### config.mk
export PLATFORM = sky130hd
export DESIGN_NAME = uri_path_validator
export DESIGN_NICKNAME = d
export VERILOG_FILES = /design/src/rtl/core/upv_pkg.sv /design/src/rtl/core/upv_classify.sv /design/src/rtl/core/upv_tracker.sv /design/src/rtl/core/uri_path_validator.sv
export SDC_FILE = /design/constraint.sdc
export NUM_CORES = 1
export LEC_CHECK = 0
export CAP_MARGIN = 0
export CORE_AREA = 2 2 119 121
export DETAILED_ROUTE_END_ITERATION = 16
export DIE_AREA = 0 0 121 123
export DONT_BUFFER_PORTS = 1
export SYNTH_ARGS = -nofsm -noshare
export SYNTH_HDL_FRONTEND = slang
export SYNTH_HIERARCHICAL = 1
export SYNTH_SLANG_ARGS = --single-unit
### constraint.sdc
create_clock -name clk -period 5.15 [get_ports clk]
set_clock_uncertainty 0.05 [all_clocks]
set_input_delay 0 -clock clk [delete_from_list [all_inputs] [get_ports clk]]
set_output_delay 0 -clock clk [all_outputs]
set_load 0.01 [all_outputs]
### src/rtl/core/upv_pkg.sv
package upv_pkg;

  // Width of the byte position counter and its saturation value
  localparam int unsigned POS_W = 9;
  localparam logic [POS_W-1:0] POS_MAX = '1;

  // Segment length counter saturates at three
  localparam int unsigned SEG_W = 2;
  localparam logic [SEG_W-1:0] SEG_MAX = '1;

  // Scheme prefix register
  localparam int unsigned PREFIX_W = 56;
  localparam logic [PREFIX_W-1:0] PREFIX_RESET = 56'h6E616F733A2F2F;

  // Path punctuation
  localparam logic [7:0] CHAR_DASH       = 8'h2D;
  localparam logic [7:0] CHAR_UNDERSCORE = 8'h5F;
  localparam logic [7:0] CHAR_TILDE      = 8'h7E;
  localparam logic [7:0] CHAR_DOT        = 8'h2E;
  localparam logic [7:0] CHAR_SLASH      = 8'h2F;

  // Character classes of one byte
  typedef struct packed {
    logic is_slash;
    logic is_dot;
    logic path_ok;
  } char_class_t;

endpackage

### src/rtl/core/upv_classify.sv
module upv_classify (
  input  logic [7:0]           char_byte,
  output upv_pkg::char_class_t cls
);

  logic is_lower;
  logic is_upper;
  logic is_digit;
  logic is_punct;

  // Sort the byte into letter, digit and allowed punctuation
  always_comb begin
    is_lower = (char_byte >= 8'h61) && (char_byte <= 8'h7A);
    is_upper = (char_byte >= 8'h41) && (char_byte <= 8'h5A);
    is_digit = (char_byte >= 8'h30) && (char_byte <= 8'h39);
    is_punct = (char_byte == upv_pkg::CHAR_DASH) ||
               (char_byte == upv_pkg::CHAR_UNDERSCORE) ||
               (char_byte == upv_pkg::CHAR_DOT) ||
               (char_byte == upv_pkg::CHAR_TILDE);
    cls.is_slash = (char_byte == upv_pkg::CHAR_SLASH);
    cls.is_dot   = (char_byte == upv_pkg::CHAR_DOT);
    cls.path_ok  = is_lower || is_upper || is_digit || is_punct;
  end

endmodule

### src/rtl/core/upv_tracker.sv
module upv_tracker #(
  parameter int unsigned PREFIX_LEN = 7,
  parameter int unsigned MAX_LEN    = 255
) (
  input  logic                         clk,
  input  logic                         rst,
  input  logic                         step,
  input  logic [7:0]                   char_byte,
  input  logic                         last,
  input  upv_pkg::char_class_t         cls,
  input  logic [upv_pkg::PREFIX_W-1:0] scheme_prefix,
  output logic                         verdict
);

  localparam logic [upv_pkg::POS_W-1:0] PrefixPos = upv_pkg::POS_W'(PREFIX_LEN);
  localparam logic [upv_pkg::POS_W-1:0] MaxPos    = upv_pkg::POS_W'(MAX_LEN);
  localparam logic [2:0]                PrefixTop = 3'(PREFIX_LEN - 1);

  logic [upv_pkg::POS_W-1:0] byte_position;
  logic                      reject_seen;
  logic                      segment_nonempty;
  logic                      segment_all_dots;
  logic [upv_pkg::SEG_W-1:0] segment_length;

  logic [upv_pkg::POS_W-1:0] byte_position_next;
  logic                      reject_seen_next;
  logic                      segment_nonempty_next;
  logic                      segment_all_dots_next;
  logic [upv_pkg::SEG_W-1:0] segment_length_next;

  logic [63:0] prefix_ext;
  logic [2:0]  prefix_idx;
  logic [7:0]  prefix_byte;
  logic        in_prefix;

  // Pick the expected prefix byte; an eighth byte reads as zero
  always_comb begin
    prefix_ext  = {8'h00, scheme_prefix};
    prefix_idx  = PrefixTop - byte_position[2:0];
    prefix_byte = prefix_ext[{prefix_idx, 3'b000} +: 8];
    in_prefix   = byte_position < PrefixPos;
  end

  // Per-byte rule update
  always_comb begin
    reject_seen_next      = reject_seen || (byte_position >= MaxPos);
    segment_nonempty_next = segment_nonempty;
    segment_all_dots_next = segment_all_dots;
    segment_length_next   = segment_length;

    priority if (in_prefix) begin
      if (char_byte != prefix_byte) reject_seen_next = 1'b1;
    end else if (cls.is_slash) begin
      if (!segment_nonempty || segment_all_dots) reject_seen_next = 1'b1;
      segment_nonempty_next = 1'b0;
      segment_all_dots_next = 1'b1;
      segment_length_next   = '0;
    end else if (!cls.path_ok) begin
      reject_seen_next = 1'b1;
    end else begin
      segment_nonempty_next = 1'b1;
      if (segment_length != upv_pkg::SEG_MAX) begin
        segment_length_next = segment_length + 1'b1;
      end
      if ((segment_length_next == upv_pkg::SEG_MAX) || !cls.is_dot) begin
        segment_all_dots_next = 1'b0;
      end
    end

    byte_position_next = (byte_position == upv_pkg::POS_MAX) ?
                         byte_position : byte_position + 1'b1;

    verdict = !reject_seen_next && !in_prefix &&
              segment_nonempty_next && !segment_all_dots_next;
  end

  // Advance the URI state; drop it after the last byte
  always_ff @(posedge clk) begin
    if (rst) begin
      byte_position    <= '0;
      reject_seen      <= 1'b0;
      segment_nonempty <= 1'b0;
      segment_all_dots <= 1'b1;
      segment_length   <= '0;
    end else if (step) begin
      if (last) begin
        byte_position    <= '0;
        reject_seen      <= 1'b0;
        segment_nonempty <= 1'b0;
        segment_all_dots <= 1'b1;
        segment_length   <= '0;
      end else begin
        byte_position    <= byte_position_next;
        reject_seen      <= reject_seen_next;
        segment_nonempty <= segment_nonempty_next;
        segment_all_dots <= segment_all_dots_next;
        segment_length   <= segment_length_next;
      end
    end
  end

  // A segment has bytes exactly when its length count is nonzero
  a_seg_len_matches: assert property (@(posedge clk) disable iff (rst)
    (segment_length == '0) == !segment_nonempty)
    else $error("segment length and nonempty flag disagree");

  // The last byte leaves a fresh URI state behind
  a_clear_after_last: assert property (@(posedge clk) disable iff (rst)
    step && last |=> (byte_position == '0) && !reject_seen && segment_all_dots)
    else $error("URI state not cleared after last byte");

endmodule

### src/rtl/core/uri_path_validator.sv
// Channel   Valid          Stall          Payload
// request   byte_valid     byte_stall     char_in, last_byte
// verdict   verdict_valid  verdict_stall  uri_valid
// prefix    prefix_we      (none)         prefix_wdata
//
// One byte per cycle while the input is not stalled. A byte waits in the input
// register, then the rule logic updates the URI state and, on a last byte, loads
// the verdict register once that register has room for it.
// Reset clears the pipeline and URI state and loads the default prefix.
// A held verdict blocks only a last byte in the input register, which then
// stalls the input; other bytes keep flowing.
module uri_path_validator #(
  parameter int unsigned PREFIX_LEN = 7,
  parameter int unsigned MAX_LEN    = 255
) (
  input  logic                         clk,
  input  logic                         rst,
  input  logic                         byte_valid,
  output logic                         byte_stall,
  input  logic [7:0]                   char_in,
  input  logic                         last_byte,
  output logic                         verdict_valid,
  input  logic                         verdict_stall,
  output logic                         uri_valid,
  input  logic                         prefix_we,
  input  logic [upv_pkg::PREFIX_W-1:0] prefix_wdata
);

  logic                         s1_valid;
  logic [7:0]                   s1_char;
  logic                         s1_last;
  logic [upv_pkg::PREFIX_W-1:0] prefix_reg;

  logic                 out_free;
  logic                 s1_advance;
  logic                 byte_take;
  logic                 verdict;
  upv_pkg::char_class_t cls;

  // Handshake: a last byte waits for room in the verdict register
  always_comb begin
    out_free   = !verdict_valid || !verdict_stall;
    s1_advance = s1_valid && (!s1_last || out_free);
    byte_stall = s1_valid && !s1_advance;
    byte_take  = byte_valid && !byte_stall;
  end

  // Hold the scheme prefix
  always_ff @(posedge clk) begin
    if (rst) begin
      prefix_reg <= upv_pkg::PREFIX_RESET;
    end else if (prefix_we) begin
      prefix_reg <= prefix_wdata;
    end
  end

  // Input register
  always_ff @(posedge clk) begin
    if (rst) begin
      s1_valid <= 1'b0;
    end else if (byte_take) begin
      s1_valid <= 1'b1;
    end else if (s1_advance) begin
      s1_valid <= 1'b0;
    end
  end

  always_ff @(posedge clk) begin
    if (byte_take) begin
      s1_char <= char_in;
      s1_last <= last_byte;
    end
  end

  upv_classify u_classify (
    .char_byte (s1_char),
    .cls       (cls)
  );

  upv_tracker #(
    .PREFIX_LEN (PREFIX_LEN),
    .MAX_LEN    (MAX_LEN)
  ) u_tracker (
    .clk           (clk),
    .rst           (rst),
    .step          (s1_advance),
    .char_byte     (s1_char),
    .last          (s1_last),
    .cls           (cls),
    .scheme_prefix (prefix_reg),
    .verdict       (verdict)
  );

  // Verdict register
  always_ff @(posedge clk) begin
    if (rst) begin
      verdict_valid <= 1'b0;
    end else if (s1_advance && s1_last) begin
      verdict_valid <= 1'b1;
    end else if (out_free) begin
      verdict_valid <= 1'b0;
    end
  end

  always_ff @(posedge clk) begin
    if (s1_advance && s1_last) begin
      uri_valid <= verdict;
    end
  end

  // A verdict appears only after a last byte went through the rule logic
  a_verdict_from_last: assert property (@(posedge clk) disable iff (rst)
    $rose(verdict_valid) |-> $past(s1_valid && s1_last))
    else $error("verdict raised without a last byte");

  // Input stalls only behind a last byte that waits on a held verdict
  a_stall_cause: assert property (@(posedge clk) disable iff (rst)
    byte_stall |-> s1_valid && s1_last && verdict_valid && verdict_stall)
    else $error("input stalled without a pending verdict");

endmodule
==> results.json, run 1 <==
{
  "lastStage": "4_1_cts",
  "post_cts_buffers": 0,
  "ys_ff_latch": 82,
  "ios": 73,
  "yosysTopAreaCell": "dfxtp_1",
  "cts_buffer_depth": 2,
  "synthFlopType": "dfxtp_1",
  "status": "stopped before the end",
  "cts-buffers-inserted": 9,
  "synth_most_common_cell": "dfxtp_1",
  "rows": 43,
  "hpwlAfterDp_mm": 6.46,
  "ctsResizeCount": 0,
  "synth.area.top_cells": "dfxtp_1 (36%), mux2i_1 (9.5%), edfxtp_1 (7.5%), a211o_1 (7.4%), nor2b_1 (5.3%)",
  "die_h_um": 123,
  "clock-sinks": 82,
  "netlist_area_um2": 4010,
  "firstError": "[ERROR RSZ-0060] Max buffer count reached.",
  "synth_fp_nets": 465,
  "synth-edff-count": 10,
  "gp_congestion": 0.756,
  "ys_seq_area_frac": 0.434,
  "yosys-top-cells-count": "dfxtp_1 (72), nor2_1 (40), mux2i_1 (38), a211o_1 (34), nor2b_1 (34)",
  "cts_hold_buf": 113,
  "synth_top_area_frac": 0.360,
  "htree_levels": 3,
  "numPortBuffers": 0,
  "synthDistinctLibCells": 47,
  "yosysWarnings": 6,
  "start_util": 0.295,
  "cts-root-buf": "clkbuf_16",
  "postSynthAreaPerCell_um2": 10.3,
  "netlist_instances": 391,
  "fp.dieW_um": 121,
  "async_flop_share": 0
}
## per-stage QoR
step / area (um^2) / cells / worst slack [ns]
2_1_floorplan: 4010 / 391 / 2.67
3_3_place_gp: 4040 / 546 / 1.76
3_5_place_dp: 4040 / 546 / 1.66
## logic make-up after synthesis
kind of cell	after synthesis	share of synthesized area
xor gates and xnor gates	17	0.0371
AOI/OAI and AO/OA	76	0.141
muxes	46	0.140
buffers and inverters	34	0.0587
and+or+nand+nor	132	0.177
DFF	82	0.434
adders and majority gates	4	0.0125
==> run 2, diff against run 1 <==
CORE_AREA = 2 2 145 147   (was 2 2 119 121)
DIE_AREA = 0 0 147 149   (was 0 0 121 123)
PLACE_DENSITY_LB_ADDON = 0.15   (was not set)
==> run 2 against run 1 <==
The run now ends clean. Synthesized cell count unchanged. Area after synthesis unchanged.
==> results.json, run 2 <==
{
  "synth-edff-count": 10,
  "antenna_found_initial": 0,
  "ios": 73,
  "rsz0062_at_grt": "false",
  "grtUsageTotal": 0.109,
  "hpwlAfterDp_mm": 7.59,
  "r2r_start": "u_tracker/byte_position[0]$_SDFFE_PP0P_",
  "vias": 3268,
  "peakVddDrop_v": 0.000160,
  "fp.dieW_um": 147,
  "netlist_instances": 391,
  "grt_start_max_net_pins": 90,
  "min_from": "byte_valid",
  "synthFlopType": "dfxtp_1",
  "crit_fanout": 23,
  "min_period_ns": 2.99,
  "p_leak_nw": 2.10,
  "final.setup.tns_ns": 0,
  "dr.pass1.iters": 4,
  "largest_register_ffs": 56,
  "layout.nets": 577,
  "clock-sinks": 82,
  "wl_per_cell_um": 14.7,
  "rows": 53,
  "final_cell_mix": "dlygate4sd3_1 (124), dfxtp_1 (72), nor2_1 (40), mux2i_1 (38)",
  "die_area_um2": 21900,
  "worstPathArrival_ns": 3.17,
  "cts_buffer_depth": 2,
  "synthDistinctLibCells": 47,
  "cts-buffers-inserted": 9,
  "numPortBuffers": 0,
  "power_density_nw_per_um2": 282,
  "via_per_inst": 4.17,
  "fmax_mhz": 334,
  "ys_ff_latch": 82,
  "postSynthAreaPerCell_um2": 10.3,
  "ys_seq_area_frac": 0.434,
  "cts_tree": "yes",
  "status": "completed",
  "grt_pass1_vias": 3309,
  "die_h_um": 149,
  "cp_data_required_time_ns": 5.32,
  "clk_latency_ns": 0.35,
  "power_mw": 1.62,
  "cts-root-buf": "clkbuf_16",
  "hold_viol": 0,
  "synth_fp_nets": 465,
  "crit_type": "reg2reg",
  "startpoint": "u_tracker/byte_position[0]$_SDFFE_PP0P_",
  "drt_iter0_markers": 179,
  "endpoint_kind": "flop",
  "grt_pass1_wl_mm": 18.3,
  "worst_pin_slew_ns": 1.08,
  "final_common_cell": "dlygate4sd3_1",
  "finalCritPeriodShare": 0.581,
  "antenna_left": 0,
  "clkTransAtPathRegs_ns": 0.06,
  "yosys-top-cells-count": "dfxtp_1 (72), nor2_1 (40), mux2i_1 (38), a211o_1 (34), nor2b_1 (34)",
  "cp-start-kind": "flop",
  "yosysTopAreaCell": "dfxtp_1",
  "yosysWarnings": 6,
  "drv_slew": 0,
  "synth_most_common_cell": "dfxtp_1",
  "wirelength_mm": 11.5,
  "netlist_area_um2": 4010,
  "diodes": 0,
  "core_area_um2": 20600,
  "syn_to_final_growth_pct": 43.3,
  "synth_top_area_frac": 0.360,
  "ctsResizeCount": 0,
  "grt_overflow": 0,
  "drc": 0,
  "finalSetupViolCount": 0,
  "synth.area.top_cells": "dfxtp_1 (36%), mux2i_1 (9.5%), edfxtp_1 (7.5%), a211o_1 (7.4%), nor2b_1 (5.3%)",
  "max-cap-violations": 0,
  "layout-drive-gt1-share": 0.0571,
  "htree_levels": 3,
  "async_flop_share": 0,
  "gp_congestion": 0.759,
  "timing.slew.headroom": 0.278,
  "hp-class": "in2reg",
  "start_util": 0.195
}
[run 2: through the flow]
step                      cells  setup WS, ns  instance area [um^2]   util  hold slack, ns
final                       783          2.16                  5740  0.279           0.130
after global routing        783          1.87                  5740  0.279           0.133
after CTS                   783          2.13                  5740  0.279           0.136
after detailed placement    642          2.15                  4160  0.202          0.0330
after global placement      642          2.20                  4160  0.202          0.0325
after floorplan             391          2.67                  4010      -          0.0221
[run 2: final timing paths]
check | cells past startpoint | end | slack [ns]
setup reg to reg | 9 | u_tracker/reject_seen$_SDFFE_PP0P_ | 2.16
hold reg to reg | 2 | u_tracker/segment_length[1]$_SDFFE_PP0P_ | 0.45
setup / recovery | 9 | u_tracker/reject_seen$_SDFFE_PP0P_ | 2.16
hold / removal | 1 | s1_char[6]$_DFFE_PP_ | 0.13
[run 2: layout make-up]
class	count	area, um^2
fillers	2217	14800
multi-input cells	275	2030
flip-flops and latches	82	1740
repair buffers	127	1280
well taps	275	344
clock buffers	11	254
clock inverters	5	58.8
inverters	8	30.0
[run 2: kinds of logic after synthesis]
kind of cell,count (synthesis),share of synthesized area
compound gates,76,0.141
buf+inv,34,0.0587
mux,46,0.140
xor+xnor,17,0.0371
fa+ha+maj,4,0.0125
simple gates,132,0.177
flops,82,0.434
[run 2: timing repair]
item / 4_1_cts / 5_1_grt
endpoints found under the hold margin: 82 / 0
buffers inserted: 0 / 0
hold buffers: 125 / 0
[run 2: per-layer routing]
| layer | up-vias | GRT usage | part of all wire |
|---|---|---|---|
| met5 | - | 0 | 0 |
| met2 | 61 | 0.172 | 0.46 |
| met1 | 1562 | 0.143 | 0.48 |
| met4 | 0 | 0.0332 | 0.012 |
| met3 | 10 | 0.0333 | 0.040 |
| li1 | 1635 | - | - |
[run 2: report_power, final]
part	total [mW]	internal [mW]	switching [mW]
Combinational	0.222	0.142	0.0793
Clock	0.685	0.407	0.277
Sequential	0.713	0.683	0.0300
Total	1.62	1.23	0.386
[run 2: critical path, cell delays in order, from the launching register on]
cell and delay, ns:
dfxtp_1 0.30, buf_4 0.22, ha_1 0.71, buf_4 0.35, mux2i_1 0.26, o21ai_0 0.12
xnor2_1 0.22, o211ai_1 0.12, a311oi_1 0.38, a311oi_1 0.14
No activity file was read; power rests on OpenSTA's default activity.
==> run 3, diff against run 2 <==
clock period = 2.9 ns   (was 5.15 ns; I/O delays follow)
==> run 3 against run 2 <==
Sequential power rose by 77%. Core utilization rose by 0.50 points. Count of clock-buffer cells in the layout rose by 2. Flip-flop and latch count did not move. Design area rose by 1.8%. Critical endpoint is now u_tracker/segment_nonempty$_SDFFE_PP0P_. Highest routed layer unchanged.
==> results.json, run 3 (synthesis results as in run 2) <==
{
  "cts_tree": "yes",
  "fp.dieW_um": 147,
  "crit_fanout": 4,
  "gp_congestion": 0.792,
  "antenna_left": 0,
  "cts_buffer_depth": 2,
  "p_leak_nw": 2.16,
  "dr.pass1.iters": 4,
  "clk_latency_ns": 0.34,
  "clkTransAtPathRegs_ns": 0.06,
  "ios": 73,
  "min_from": "verdict_stall",
  "min_period_ns": 2.74,
  "max-cap-violations": 0,
  "crit_type": "reg2reg",
  "ctsResizeCount": 0,
  "antenna_found_initial": 0,
  "cp_data_required_time_ns": 3.08,
  "finalCritPeriodShare": 0.946,
  "wirelength_mm": 11.6,
  "r2r_start": "s1_char[2]$_DFFE_PP_",
  "worst_pin_slew_ns": 0.519,
  "timing.slew.headroom": 0.654,
  "grt_pass1_wl_mm": 18.5,
  "clock-sinks": 82,
  "die_area_um2": 21900,
  "via_per_inst": 4.21,
  "drv_slew": 0,
  "crit_buf_inv": 1,
  "drt_iter0_markers": 133,
  "min_to": "u_tracker/reject_seen$_SDFFE_PP0P_",
  "stdcell_count": 796,
  "rsz0062_at_grt": "false",
  "dp_cells": 650,
  "largest_register_ffs": 56,
  "drc": 0,
  "hpwlAfterDp_mm": 7.71,
  "cp-start-kind": "flop",
  "r2r_cells": 9,
  "core_area_um2": 20600,
  "grt_pass1_vias": 3410,
  "final_cell_area_um2": 5850,
  "final.setup.tns_ns": 0,
  "power_density_nw_per_um2": 483,
  "grt_overflow": 0,
  "power_mw": 2.83,
  "numPortBuffers": 0,
  "fill_cells": 2211,
  "wl_per_cell_um": 14.6,
  "hp-class": "in2reg",
  "layout-drive-gt1-share": 0.0768,
  "finalSetupViolCount": 0,
  "path_cells": "or4_4 -> o22ai_2 -> nor4b_1 -> or3_1 -> nand2_1 -> o32a_1 -> a2bb2oi_1 -> nor2_1 -> dlygate4sd3_1",
  "fmax_mhz": 365,
  "diodes": 0,
  "grt_start_max_net_pins": 90,
  "rr_endpoint": "u_tracker/segment_nonempty$_SDFFE_PP0P_",
  "start_util": 0.195,
  "status": "completed",
  "slowest_stage": "dlygate4sd3_1",
  "final_cell_mix": "dlygate4sd3_1 (126), dfxtp_1 (72), nor2_1 (40), mux2i_1 (38)",
  "hold_viol": 0,
  "crit_family": "simple AND/OR/NAND/NOR gates",
  "worstPathArrival_ns": 2.93,
  "min_delay_path_depth": 4,
  "fin_hold_ws_ns": 0.0877,
  "syn_to_final_growth_pct": 45.8,
  "cts-buffers-inserted": 9,
  "htree_levels": 3,
  "grtUsageTotal": 0.110,
  "die_h_um": 149,
  "max_stage_delay_ns": 0.55,
  "vias": 3348,
  "rows": 53,
  "layout.nets": 590,
  "dpl_cell_area_um2": 4240,
  "reg2reg_slack_ns": 0.16,
  "final_common_cell": "dlygate4sd3_1",
  "endpoint_kind": "flop",
  "cts-root-buf": "clkbuf_16",
  "peakVddDrop_v": 0.000270
}
run 3: changes by cell type in the layout (fill, tap and decap cells not counted), sizes merged:
cell,change
buf,+11
clkbuf,+2
dlygate4sd3,+2
bufinv,-1
inv,-1
run 3: per-layer routing:
metal,global-route usage,share of wire,vias up
met5,0,0,-
met4,0.0394,0.020,0
met3,0.0303,0.042,16
met2,0.179,0.47,65
met1,0.139,0.47,1597
li1,-,-,1670
run 3: through the flow:
step	setup slack (ns)	util
floorplan	0.417	-
global placement	0.337	0.206
detailed placement	0.248	0.206
CTS	0.0910	0.283
global route	0.0227	0.284
finish	0.157	0.284
run 3: worst max path at each step:
| stage | startpoint | end | slack (ns) | cells past startpoint |
|---|---|---|---|---|
| detailed placement | s1_char[2]$_DFFE_PP_ | u_tracker/reject_seen$_SDFFE_PP0P_ | 0.25 | 9 |
| global placement | s1_char[2]$_DFFE_PP_ | u_tracker/reject_seen$_SDFFE_PP0P_ | 0.34 | 9 |
| CTS | s1_char[2]$_DFFE_PP_ | u_tracker/segment_nonempty$_SDFFE_PP0P_ | 0.09 | 9 |
| global route | s1_char[3]$_DFFE_PP_ | u_tracker/segment_nonempty$_SDFFE_PP0P_ | 0.02 | 9 |
| floorplan | s1_char[1]$_DFFE_PP_ | u_tracker/reject_seen$_SDFFE_PP0P_ | 0.42 | 9 |
| finish | s1_char[2]$_DFFE_PP_ | u_tracker/segment_nonempty$_SDFFE_PP0P_ | 0.16 | 9 |
run 3: tightest hold or removal path, delay by kind of cell:
family                 cells  cell delay (ns)
AO/OA/AOI/OAI              3             0.27
buffers and inverters      1             0.15
run 3: report_power, final:
part	switching, mW	total, mW	leakage (nW)	internal [mW]
registers	0.0418	1.26	0.692	1.21
clock network	0.472	1.15	0.151	0.680
logic	0.155	0.419	1.32	0.264
total	0.669	2.83	2.16	2.16
run 3: final cells by class:
cell class | instances | area (um^2) | area share
clock buffers | 13 | 282 | 0.0481
clock inverters | 3 | 18.8 | 0.00321
inverters | 8 | 30.0 | 0.00514
multi-input cells | 275 | 2030 | 0.348
flip-flops and latches | 82 | 1740 | 0.298
well taps | 275 | 344 | 0.0588
repair buffers | 140 | 1400 | 0.239
run 3: what timing repair did:
action | 4_1_cts | 5_1_grt
endpoints found under the hold margin | 82 | 0
endpoints found under the setup margin | 0 | 1
hold buffers | 127 | 0
buffers inserted | 0 | 3
